===== src/sawarq_pkg.sv =====
`default_nettype none

package sawarq_pkg;

  // fsm states
  localparam logic [1:0] ST_IDLE = 2'd0;
  localparam logic [1:0] ST_TX   = 2'd1;
  localparam logic [1:0] ST_ACK  = 2'd2;

  // commands
  localparam logic CMD_POST = 1'b0;
  localparam logic CMD_STEP = 1'b1;

  // event kinds, also bit positions in the pending flags
  localparam logic [2:0] EV_REQ   = 3'd0;
  localparam logic [2:0] EV_RX    = 3'd1;
  localparam logic [2:0] EV_ACKRX = 3'd2;
  localparam logic [2:0] EV_DTXD  = 3'd3;
  localparam logic [2:0] EV_ATXD  = 3'd4;
  localparam logic [2:0] EV_TMO   = 3'd5;
  localparam int         NUM_EV   = 6;

  // actions
  localparam logic [2:0] ACT_NONE    = 3'd0;
  localparam logic [2:0] ACT_SEND    = 3'd1;
  localparam logic [2:0] ACT_ACK     = 3'd2;
  localparam logic [2:0] ACT_DELIVER = 3'd3;
  localparam logic [2:0] ACT_CONFIRM = 3'd4;
  localparam logic [2:0] ACT_TSTART  = 3'd5;
  localparam logic [2:0] ACT_TSTOP   = 3'd6;

  // configuration register indexes
  localparam logic [1:0] CFG_MAX_RETX = 2'd0;
  localparam logic [1:0] CFG_SEQ_MOD  = 2'd1;
  localparam logic [1:0] CFG_HDR      = 2'd2;

  // configuration reset values
  localparam logic [7:0] MAX_RETX_RST = 8'd3;
  localparam logic [8:0] SEQ_MOD_RST  = 9'd8;
  localparam logic [7:0] HDR_RST      = 8'd3;

  // parameter defaults
  localparam int AGG_BUFFER_BYTES_DEF = 1024;
  localparam int BROADCAST_ADDR_DEF   = 255;

  typedef struct packed {
    logic [2:0]  action;
    logic [7:0]  peer;
    logic [7:0]  seq;
    logic [10:0] length;
    logic        flag;
    logic [1:0]  state;
    logic        last;
  } res_t;

endpackage

`default_nettype wire


===== src/stop_and_wait_arq_controller_core.sv =====
`default_nettype none

// channel  | ports                                             | direction
// ---------+---------------------------------------------------+----------
// in       | in_valid/in_ready, cmd, event_kind, peer_id, ...  | beat in
// out      | out_valid/out_ready, action, peer_out, ... last   | beat out
// cfg      | cfg_valid/cfg_ready, cfg_index, cfg_data          | write in
//
// a post beat leaves no result
// a step beat is worked out in the cycle it is taken; its one or two results go into a
// two-slot result register, and the next beat waits until the last of them is taken
// in_ready is high while the result register is empty or its last result leaves this cycle
// synchronous active-low reset returns the fsm to idle and restores the register defaults
// cfg_ready is always high

module stop_and_wait_arq_controller_core #(
  parameter int AGG_BUFFER_BYTES = sawarq_pkg::AGG_BUFFER_BYTES_DEF,
  parameter int BROADCAST_ADDR   = sawarq_pkg::BROADCAST_ADDR_DEF
) (
  input  wire logic        clk,
  input  wire logic        rst_n,

  input  wire logic        in_valid,
  output logic             in_ready,
  input  wire logic        in_cmd,
  input  wire logic [2:0]  in_event_kind,
  input  wire logic [7:0]  in_peer_id,
  input  wire logic [7:0]  in_seq_in,
  input  wire logic [7:0]  in_length_in,
  input  wire logic        in_broadcast_in,
  input  wire logic        in_end_in,

  output logic             out_valid,
  input  wire logic        out_ready,
  output logic [2:0]       out_action,
  output logic [7:0]       out_peer_out,
  output logic [7:0]       out_seq_out,
  output logic [10:0]      out_length_out,
  output logic             out_flag_out,
  output logic [1:0]       out_state_out,
  output logic             out_last_out,

  input  wire logic        cfg_valid,
  output logic             cfg_ready,
  input  wire logic [1:0]  cfg_index,
  input  wire logic [8:0]  cfg_data
);

  // aggregate saturates at the buffer size, never above what 11 bits hold
  localparam logic [10:0] AGG_CAP = 11'((AGG_BUFFER_BYTES > 2047) ? 2047 : AGG_BUFFER_BYTES);
  localparam logic [7:0]  BC_ADDR = 8'(BROADCAST_ADDR);

  // configuration
  logic [7:0] max_retx_r;
  logic [8:0] seq_mod_r;
  logic [7:0] hdr_r;

  // protocol state
  logic [1:0]                      state_r, state_nxt;
  logic [sawarq_pkg::NUM_EV-1:0]   pend_r, pend_nxt;
  logic [7:0]                      seq_r, seq_nxt;
  logic [7:0]                      retry_r, retry_nxt;
  logic                            timer_r, timer_nxt;
  logic [7:0]                      req_dest_r, req_dest_nxt;
  logic [7:0]                      req_len_r, req_len_nxt;
  logic                            req_end_r, req_end_nxt;
  logic [7:0]                      sent_seq_r, sent_seq_nxt;
  logic [7:0]                      sent_len_r, sent_len_nxt;
  logic                            sent_end_r, sent_end_nxt;
  logic [7:0]                      sent_dest_r, sent_dest_nxt;
  logic [7:0]                      rx_src_r, rx_src_nxt;
  logic [7:0]                      rx_seq_r, rx_seq_nxt;
  logic [7:0]                      rx_size_r, rx_size_nxt;
  logic                            rx_bc_r, rx_bc_nxt;
  logic                            rx_end_r, rx_end_nxt;
  logic [7:0]                      ack_seq_r, ack_seq_nxt;
  logic [10:0]                     agg_r, agg_nxt;

  // result register: two slots and a fill count
  sawarq_pkg::res_t slot0_r, slot1_r;
  logic [1:0]       cnt_r;

  // handshakes
  logic in_fire, out_fire, step_fire, post_fire;

  // step results
  sawarq_pkg::res_t r0, r1;
  logic [1:0]       nres;

  // received-frame arithmetic, shared by idle and wait-ack
  logic        rx_match, rx_take, rx_deliver;
  logic [7:0]  rx_pay;
  logic [11:0] rx_sum;
  logic [10:0] rx_agg_sat;
  logic        do_rx;

  // sequence counter increment with wrap
  logic [8:0]  seq_inc;
  logic [7:0]  seq_next_val;

  assign cfg_ready = 1'b1;
  assign in_ready  = (cnt_r == 2'd0) || ((cnt_r == 2'd1) && out_ready);
  assign in_fire   = in_valid && in_ready;
  assign out_valid = (cnt_r != 2'd0);
  assign out_fire  = out_valid && out_ready;
  assign step_fire = in_fire && (in_cmd == sawarq_pkg::CMD_STEP);
  assign post_fire = in_fire && (in_cmd == sawarq_pkg::CMD_POST);

  assign out_action     = slot0_r.action;
  assign out_peer_out   = slot0_r.peer;
  assign out_seq_out    = slot0_r.seq;
  assign out_length_out = slot0_r.length;
  assign out_flag_out   = slot0_r.flag;
  assign out_state_out  = slot0_r.state;
  assign out_last_out   = slot0_r.last;

  // counter wraps to zero at the modulus; modulus above 256 wraps at 256 through the truncation
  assign seq_inc      = {1'b0, seq_r} + 9'd1;
  assign seq_next_val = (seq_inc >= seq_mod_r) ? 8'd0 : seq_inc[7:0];

  assign rx_match   = (rx_seq_r == seq_r);
  assign rx_take    = rx_bc_r || rx_match;
  assign rx_deliver = rx_take && (rx_bc_r || rx_end_r);
  assign rx_pay     = (rx_size_r > hdr_r) ? (rx_size_r - hdr_r) : 8'd0;
  assign rx_sum     = {1'b0, agg_r} + {4'b0000, rx_pay};
  assign rx_agg_sat = (rx_sum > {1'b0, AGG_CAP}) ? AGG_CAP : rx_sum[10:0];

  // frame reception wins in idle; in wait-ack only after ack rx and timeout
  assign do_rx = (state_r == sawarq_pkg::ST_IDLE && pend_r[sawarq_pkg::EV_RX]) ||
                 (state_r == sawarq_pkg::ST_ACK && !pend_r[sawarq_pkg::EV_ACKRX] &&
                  !pend_r[sawarq_pkg::EV_TMO] && pend_r[sawarq_pkg::EV_RX]);

  always_comb begin
    state_nxt     = state_r;
    pend_nxt      = pend_r;
    seq_nxt       = seq_r;
    retry_nxt     = retry_r;
    timer_nxt     = timer_r;
    req_dest_nxt  = req_dest_r;
    req_len_nxt   = req_len_r;
    req_end_nxt   = req_end_r;
    sent_seq_nxt  = sent_seq_r;
    sent_len_nxt  = sent_len_r;
    sent_end_nxt  = sent_end_r;
    sent_dest_nxt = sent_dest_r;
    rx_src_nxt    = rx_src_r;
    rx_seq_nxt    = rx_seq_r;
    rx_size_nxt   = rx_size_r;
    rx_bc_nxt     = rx_bc_r;
    rx_end_nxt    = rx_end_r;
    ack_seq_nxt   = ack_seq_r;
    agg_nxt       = agg_r;
    r0            = '0;
    r1            = '0;
    nres          = 2'd1;

    if (post_fire) begin
      // latch the event and its operands; unknown kinds are dropped
      case (in_event_kind)
        sawarq_pkg::EV_REQ: begin
          req_dest_nxt = in_peer_id;
          req_len_nxt  = in_length_in;
          req_end_nxt  = in_end_in;
        end
        sawarq_pkg::EV_RX: begin
          rx_src_nxt  = in_peer_id;
          rx_seq_nxt  = in_seq_in;
          rx_size_nxt = in_length_in;
          rx_bc_nxt   = in_broadcast_in;
          rx_end_nxt  = in_end_in;
        end
        sawarq_pkg::EV_ACKRX: ack_seq_nxt = in_seq_in;
        sawarq_pkg::EV_TMO:   timer_nxt   = 1'b0;
        default: ;
      endcase
      if (in_event_kind < 3'(sawarq_pkg::NUM_EV)) begin
        pend_nxt[in_event_kind] = 1'b1;
      end
    end else if (step_fire) begin
      if (do_rx) begin
        if (rx_take) begin
          agg_nxt = rx_deliver ? 11'd0 : rx_agg_sat;
        end
        if (rx_deliver) begin
          r0.action = sawarq_pkg::ACT_DELIVER;
          r0.peer   = rx_src_r;
          r0.length = rx_agg_sat;
          if (!rx_bc_r) begin
            r1.action = sawarq_pkg::ACT_ACK;
            r1.peer   = rx_src_r;
            r1.seq    = rx_seq_r;
            nres      = 2'd2;
          end
        end else begin
          r0.action = sawarq_pkg::ACT_ACK;
          r0.peer   = rx_src_r;
          r0.seq    = rx_seq_r;
        end
        if (rx_bc_r) begin
          state_nxt = sawarq_pkg::ST_IDLE;
        end else begin
          state_nxt = sawarq_pkg::ST_TX;
          if (rx_match) seq_nxt = seq_next_val;
        end
        pend_nxt[sawarq_pkg::EV_RX] = 1'b0;
      end else begin
        unique case (state_r)
          sawarq_pkg::ST_IDLE: begin
            if (pend_r[sawarq_pkg::EV_REQ]) begin
              sent_seq_nxt  = seq_r;
              sent_len_nxt  = req_len_r;
              sent_end_nxt  = req_end_r;
              sent_dest_nxt = req_dest_r;
              r0.action = sawarq_pkg::ACT_SEND;
              r0.peer   = req_dest_r;
              r0.seq    = seq_r;
              r0.length = {3'b000, req_len_r};
              r0.flag   = req_end_r;
              if (req_dest_r != BC_ADDR) seq_nxt = seq_next_val;
              retry_nxt = 8'd0;
              state_nxt = sawarq_pkg::ST_TX;
              pend_nxt[sawarq_pkg::EV_REQ] = 1'b0;
            end else if (pend_r[sawarq_pkg::EV_DTXD]) begin
              pend_nxt[sawarq_pkg::EV_DTXD] = 1'b0;
            end else if (pend_r[sawarq_pkg::EV_ATXD]) begin
              pend_nxt[sawarq_pkg::EV_ATXD] = 1'b0;
            end else if (pend_r[sawarq_pkg::EV_ACKRX]) begin
              pend_nxt[sawarq_pkg::EV_ACKRX] = 1'b0;
            end else if (pend_r[sawarq_pkg::EV_TMO]) begin
              pend_nxt[sawarq_pkg::EV_TMO] = 1'b0;
            end
          end
          sawarq_pkg::ST_TX: begin
            if (pend_r[sawarq_pkg::EV_ATXD]) begin
              state_nxt = (timer_r || pend_r[sawarq_pkg::EV_TMO]) ?
                          sawarq_pkg::ST_ACK : sawarq_pkg::ST_IDLE;
              pend_nxt[sawarq_pkg::EV_ATXD] = 1'b0;
            end else if (pend_r[sawarq_pkg::EV_DTXD]) begin
              if (sent_dest_r == BC_ADDR) begin
                state_nxt = sawarq_pkg::ST_IDLE;
                r0.action = sawarq_pkg::ACT_CONFIRM;
                r0.flag   = 1'b1;
              end else begin
                state_nxt = sawarq_pkg::ST_ACK;
                timer_nxt = 1'b1;
                r0.action = sawarq_pkg::ACT_TSTART;
              end
              pend_nxt[sawarq_pkg::EV_DTXD] = 1'b0;
            end
          end
          sawarq_pkg::ST_ACK: begin
            if (pend_r[sawarq_pkg::EV_ACKRX]) begin
              if (sent_seq_r == ack_seq_r) begin
                timer_nxt = 1'b0;
                state_nxt = sawarq_pkg::ST_IDLE;
                r0.action = sawarq_pkg::ACT_TSTOP;
                r1.action = sawarq_pkg::ACT_CONFIRM;
                r1.flag   = 1'b1;
                nres      = 2'd2;
              end
              pend_nxt[sawarq_pkg::EV_ACKRX] = 1'b0;
            end else if (pend_r[sawarq_pkg::EV_TMO]) begin
              if (retry_r >= max_retx_r) begin
                state_nxt = sawarq_pkg::ST_IDLE;
                r0.action = sawarq_pkg::ACT_CONFIRM;
              end else begin
                r0.action = sawarq_pkg::ACT_SEND;
                r0.peer   = sent_dest_r;
                r0.seq    = sent_seq_r;
                r0.length = {3'b000, sent_len_r};
                r0.flag   = sent_end_r;
                retry_nxt = retry_r + 8'd1;
                state_nxt = sawarq_pkg::ST_TX;
              end
              pend_nxt[sawarq_pkg::EV_TMO] = 1'b0;
            end else if (pend_r[sawarq_pkg::EV_DTXD]) begin
              pend_nxt[sawarq_pkg::EV_DTXD] = 1'b0;
            end else if (pend_r[sawarq_pkg::EV_ATXD]) begin
              pend_nxt[sawarq_pkg::EV_ATXD] = 1'b0;
            end
          end
          default: ;  // unused state code: nothing happens
        endcase
      end
    end

    // every result of the step reports the state after the step
    r0.state = state_nxt;
    r1.state = state_nxt;
    r0.last  = (nres == 2'd1);
    r1.last  = 1'b1;
  end

  // configuration registers
  always_ff @(posedge clk) begin
    if (!rst_n) begin
      max_retx_r <= sawarq_pkg::MAX_RETX_RST;
      seq_mod_r  <= sawarq_pkg::SEQ_MOD_RST;
      hdr_r      <= sawarq_pkg::HDR_RST;
    end else if (cfg_valid && cfg_ready) begin
      unique case (cfg_index)
        sawarq_pkg::CFG_MAX_RETX: max_retx_r <= cfg_data[7:0];
        sawarq_pkg::CFG_SEQ_MOD:  seq_mod_r  <= cfg_data;
        sawarq_pkg::CFG_HDR:      hdr_r      <= cfg_data[7:0];
        default: ;  // writes past the register list are dropped
      endcase
    end
  end

  // protocol state
  always_ff @(posedge clk) begin
    if (!rst_n) begin
      state_r     <= sawarq_pkg::ST_IDLE;
      pend_r      <= '0;
      seq_r       <= '0;
      retry_r     <= '0;
      timer_r     <= 1'b0;
      req_dest_r  <= '0;
      req_len_r   <= '0;
      req_end_r   <= 1'b0;
      sent_seq_r  <= '0;
      sent_len_r  <= '0;
      sent_end_r  <= 1'b0;
      sent_dest_r <= '0;
      rx_src_r    <= '0;
      rx_seq_r    <= '0;
      rx_size_r   <= '0;
      rx_bc_r     <= 1'b0;
      rx_end_r    <= 1'b0;
      ack_seq_r   <= '0;
      agg_r       <= '0;
    end else begin
      state_r     <= state_nxt;
      pend_r      <= pend_nxt;
      seq_r       <= seq_nxt;
      retry_r     <= retry_nxt;
      timer_r     <= timer_nxt;
      req_dest_r  <= req_dest_nxt;
      req_len_r   <= req_len_nxt;
      req_end_r   <= req_end_nxt;
      sent_seq_r  <= sent_seq_nxt;
      sent_len_r  <= sent_len_nxt;
      sent_end_r  <= sent_end_nxt;
      sent_dest_r <= sent_dest_nxt;
      rx_src_r    <= rx_src_nxt;
      rx_seq_r    <= rx_seq_nxt;
      rx_size_r   <= rx_size_nxt;
      rx_bc_r     <= rx_bc_nxt;
      rx_end_r    <= rx_end_nxt;
      ack_seq_r   <= ack_seq_nxt;
      agg_r       <= agg_nxt;
    end
  end

  // result slots: a step loads both, a taken beat moves the second forward
  always_ff @(posedge clk) begin
    if (!rst_n) begin
      cnt_r <= 2'd0;
    end else if (step_fire) begin
      cnt_r <= nres;
    end else if (out_fire) begin
      cnt_r <= cnt_r - 2'd1;
    end
  end

  always_ff @(posedge clk) begin
    if (step_fire) begin
      slot0_r <= r0;
      slot1_r <= r1;
    end else if (out_fire) begin
      slot0_r <= slot1_r;
    end
  end

  // the result register never holds more than two beats
  a_cnt_range: assert property (@(posedge clk) disable iff (!rst_n)
    cnt_r != 2'd3)
    else $error("result count out of range");

  // with two results waiting, only the second carries the last mark
  a_last_order: assert property (@(posedge clk) disable iff (!rst_n)
    (cnt_r == 2'd2) |-> (!slot0_r.last && slot1_r.last))
    else $error("last mark on wrong slot");

  // every step leaves at least one result to be taken
  a_step_result: assert property (@(posedge clk) disable iff (!rst_n)
    step_fire |=> out_valid)
    else $error("step left no result");

  // a step that goes to send data in idle moves to tx
  a_send_state: assert property (@(posedge clk) disable iff (!rst_n)
    (step_fire && !do_rx && state_r == sawarq_pkg::ST_IDLE && pend_r[sawarq_pkg::EV_REQ])
      |=> (state_r == sawarq_pkg::ST_TX))
    else $error("request did not enter tx");

endmodule

`default_nettype wire


===== config.mk =====
export PLATFORM = sky130hd
export DESIGN_NAME = stop_and_wait_arq_controller_core
export DESIGN_NICKNAME = d
export VERILOG_FILES = /design/src/sawarq_pkg.sv /design/src/stop_and_wait_arq_controller_core.sv
export SDC_FILE = /design/constraint.sdc
export NUM_CORES = 1
export LEC_CHECK = 0
export ABC_AREA = 1
export BUFFER_PORTS_ARGS = -buffer_cell sky130_fd_sc_hd__buf_2
export CAP_MARGIN = 20
export CELL_PAD_IN_SITES_DETAIL_PLACEMENT = 0
export CELL_PAD_IN_SITES_GLOBAL_PLACEMENT = 1
export CORE_ASPECT_RATIO = 0.8
export CORE_MARGIN = 4
export CORE_UTILIZATION = 41
export DETAILED_ROUTE_END_ITERATION = 6
export GPL_TIMING_DRIVEN = 0
export PLACE_DENSITY_LB_ADDON = 0.25
export SLEW_MARGIN = 10
export SYNTH_ARGS = -nofsm -noshare
export SYNTH_HDL_FRONTEND = slang
export SYNTH_SLANG_ARGS = --single-unit

===== constraint.sdc =====
create_clock -name clk -period 4.9 [get_ports clk]
set_input_delay 0 -clock clk [delete_from_list [all_inputs] [get_ports clk]]
set_output_delay 0 -clock clk [all_outputs]
set_load 0.005 [all_outputs]

==> load_flow_metrics.sql <==
INSERT INTO impl_metrics (metric_group, metric, value, unit) VALUES
('clock_tree', 'cts.htree.levels', '4', ''),
('setup_path', 'r2r-end', 'out_length_out[5]', ''),
('sta', 'unrepaired_setup_endpoints_after_global_routing', 'no', ''),
('synthesis', 'yosys_warnings', '0', ''),
('placement', 'routabilityCongestion', '0.945', ''),
('synthesis', 'synth.avg_cell_area', '7.62', 'um^2'),
('layout', 'flow.area_growth_from_synthesis', '18.5', '%'),
('floorplan', 'fp.dieH', '147', 'um'),
('routing', 'drc', '0', ''),
('global_route', 'global_route.usage.total', '21.8', '%'),
('setup_path', 'setup.worst_path.end_class', 'flop', ''),
('synthesis', 'synth-seq-cells', '193', ''),
('layout', 'regArea', '4400', 'um^2'),
('clock_tree', 'post-cts-setup-buffers', '0', ''),
('synthesis', 'synth_cells', '1295', ''),
('pwr', 'netsw', '1.06', 'mW'),
('global_route', 'globalRouteOverflowTotal', '0', ''),
('setup_path', 'critical_path_class', 'reg -> reg', ''),
('hold_path', 'worstHoldEndpoint', 'hdr_r[1]', ''),
('layout', 'nFillCells', '2392', ''),
('job', 'drv_cap', '0', ''),
('synthesis', 'mappedNetlistNets', '1384', ''),
('routing', 'first_pass_iters', '5', ''),
('clock_tree', 'worstSkewPairLatency', '440', 'ps'),
('floorplan', 'floorplan.initialDensity', '42.0', '%'),
('hold_path', 'whs_path_depth', '4', ''),
('synthesis', 'ys_async_rst_share', '0', '%'),
('setup_path', 'critical-path-slowest-cell', 'sky130_fd_sc_hd__fa_1', ''),
('layout', 'multi_input_area', '4490', 'um^2'),
('setup_path', 'path_common_cell', 'sky130_fd_sc_hd__nor2_1', ''),
('sta', 'slew_viol_final', '0', ''),
('pwr', 'power_report.internal_total', '2.82', 'mW'),
('clock_tree', 'cts_inserted_buffers', '17', ''),
('pwr', 'power-per-cell-area', '332', 'nW/um^2'),
('pwr', 'power.total', '3.88', 'mW'),
('global_route', 'via_count_of_the_first_global_routing_pass', '8260', ''),
('sta', 'fin_worst_skew', '10.7', 'ps'),
('global_route', 'grt_first_pass_wirelength', '45900', 'um'),
('layout', 'drive_above_1_share', '11.4', '%'),
('synthesis', 'synth-edff-count', '54', ''),
('sta', 'worst_pin_slew', '845', 'ps'),
('sta', 'timing.setup.tns', '0', 'ps'),
('sta', 'timing.slew.headroom', '43.5', '%'),
('setup_path', 'data_arrival_at_the_endpoint_of_the_critical_path', '4700', 'ps'),
('setup_path', 'timing.reg2reg.setup_slack', '460', 'ps'),
('setup_path', 'worst_r2r_startpoint', 'hdr_r[0]', ''),
('floorplan', 'fp-row-count', '50', ''),
('sta', 'timing.fmax', '225', 'MHz'),
('floorplan', 'boundaryPins', '83', ''),
('pwr', 'ir_drop', '0.243', 'mV'),
('setup_path', 'critical_path_buf_inv_count', '2', ''),
('setup_path', 'worst-path-max-fanout', '10', ''),
('pwr', 'power.sequential.fraction', '47.3', '%'),
('pwr', 'p_comb_share', '16.4', '%'),
('setup_path', 'ff2ff_path_depth', '26', ''),
('synthesis', 'seq_area_frac_synth', '44.6', '%'),
('global_route', 'grt_antenna_before_repair', '0', ''),
('status', 'run_status', 'completed', ''),
('clock_tree', 'clkTransAtPathRegs', '70', 'ps'),
('setup_path', 'startpoint_type', 'flop', ''),
('clock_tree', 'cts_num_sinks', '193', ''),
('sta', 'setup_viol', '0', ''),
('routing', 'wire_per_inst', '16.8', 'um'),
('setup_path', 'worst_path_largest_cell_delay', '490', 'ps'),
('hold_path', 'hold_path.class', 'in -> reg', ''),
('routing', 'drtAntennaViolNets', '0', ''),
('layout', 'nNetsFinal', '1528', ''),
('global_route', 'grt_max_degree', '37', ''),
('floorplan', 'design.core.area', '23500', 'um^2'),
('floorplan', 'floorplan_die_area', '26600', 'um^2'),
('placement', 'placed_wire_length_estimate_after_detailed_placement', '22400', 'um');
-- power groups by stage --
stage                     sequential (mW)  combinational, mW  clock (mW)
after floorplan                      1.88              0.355           0
after global placement               1.87              0.596           0
after detailed placement             1.87              0.604           0
after CTS                            1.83              0.634        1.43
after global routing                 1.84              0.708        1.50
final                                1.83              0.636        1.41
-- synth_stat cells (3+ instances only) --
cell type	count	area, um^2
sky130_fd_sc_hd__xor2_1	9	78.8
sky130_fd_sc_hd__xnor2_1	4	35.0
sky130_fd_sc_hd__nand3_1	55	275
sky130_fd_sc_hd__inv_2	20	75.1
sky130_fd_sc_hd__inv_1	178	668
sky130_fd_sc_hd__nor2_1	107	402
sky130_fd_sc_hd__edfxtp_1	54	1620
sky130_fd_sc_hd__nand2_2	3	18.8
sky130_fd_sc_hd__nand2_1	235	882
sky130_fd_sc_hd__o211ai_1	6	45.0
sky130_fd_sc_hd__nor4_1	3	18.8
sky130_fd_sc_hd__buf_2	9	45.0
sky130_fd_sc_hd__a2bb2oi_1	17	149
sky130_fd_sc_hd__o22ai_1	26	163
sky130_fd_sc_hd__nand3b_1	3	22.5
sky130_fd_sc_hd__nor3_1	21	105
sky130_fd_sc_hd__o21ai_0	123	616
sky130_fd_sc_hd__clkbuf_1	35	131
sky130_fd_sc_hd__a21oi_1	148	741
sky130_fd_sc_hd__o21ai_1	6	30.0
sky130_fd_sc_hd__buf_6	5	56.3
sky130_fd_sc_hd__ha_1	41	513
sky130_fd_sc_hd__dfxtp_1	139	2780
sky130_fd_sc_hd__nand4_1	19	119
-- through the flow --
stage               instance area (um^2)  hold slack, ps  setup slack [ps]  std cells  utilization (%)
finish                             11700            19.1               459       1764             49.7
global route                       11700            29.4              36.4       1764             49.7
CTS                                11700            4.75               383       1764             49.7
detailed placement                 10700             260               408       1688             45.4
global placement                   10700             265               453       1688             45.4
floorplan                           9870             126              1160       1295                -
-- per-layer routing --
metal / part of all wire, % / track usage, %
met1: 51 / 34.4
met2: 42 / 31.1
met3: 5.7 / 3.42
met4: 1.3 / 4.99
met5: 0 / 0
-- final cells by class --
type	instances	share of cell area (%)
Clock inverter	10	0.930
Sequential cell	193	37.6
Buffer	50	2.06
Timing Repair Buffer	125	7.23
Multi-Input combinational cell	854	38.4
Tap cell	312	3.34
Inverter	198	6.35
Clock buffer	22	4.05
-- repair_timing --
item,4_1_cts,5_1_grt
hold buffers,44,0
gates resized for setup,0,1
endpoints found under the hold margin,79,0
endpoints found under the setup margin,0,4
-- state kept, by name, indices dropped and copies added, names as in the netlist, 9 cells and up --
register	flops
slot1_r	20
agg_r	11
out_length_out	11
seq_mod_r	9
-- how the worst max path moves through the flow --
stage,start,endpoint,depth (start not counted)
floorplan,rx_size_r[0],out_length_out[2],27
global placement,rx_size_r[0],out_length_out[5],27
detailed placement,rx_size_r[0],out_length_out[6],27
CTS,rx_size_r[0],out_length_out[6],27
global route,rx_size_r[0],out_length_out[5],27
finish,hdr_r[0],out_length_out[5],26
-- worst min-delay path, delay by kind of cell --
| family | cells | cell delay (ps) |
|---|---|---|
| AO/OA/AOI/OAI | 1 | 170 |
| buffers and inverters | 2 | 160 |
| AND/OR/NAND/NOR | 1 | 90 |
-- kinds of logic (layout without fill, tap and decap cells) --
| logic type | count (synthesis) | in the layout | synth area share (%) |
|---|---|---|---|
| buffers and inverters | 248 | 405 | 9.96 |
| other | 1 | 1 | 0.0380 |
| DFF | 193 | 193 | 44.6 |
| adders and majority gates | 43 | 43 | 5.60 |
| AOI/OAI and AO/OA | 336 | 336 | 18.6 |
| xor gates and xnor gates | 13 | 13 | 1.15 |
| and+or+nand+nor | 461 | 461 | 20.1 |
-- cell usage in the layout, fill, tap and decap left out, drive strengths merged, types with 2 or more instances in the layout --
cell / count
a21boi: 2
a21oi: 150
a2bb2oi: 17
and3: 2
buf: 96
bufinv: 2
clkbuf: 57
clkinv: 5
clkinvlp: 2
dfxtp: 139
dlygate4sd3: 44
edfxtp: 54
fa: 2
ha: 41
inv: 199
nand2: 239
nand3: 58
nand3b: 3
nand4: 19
nor2: 110
nor3: 24
nor4: 3
o211ai: 6
o21ai: 130
o22ai: 26
or2: 2
xnor2: 4
xor2: 9
Power figures use the tool's default switching activity.
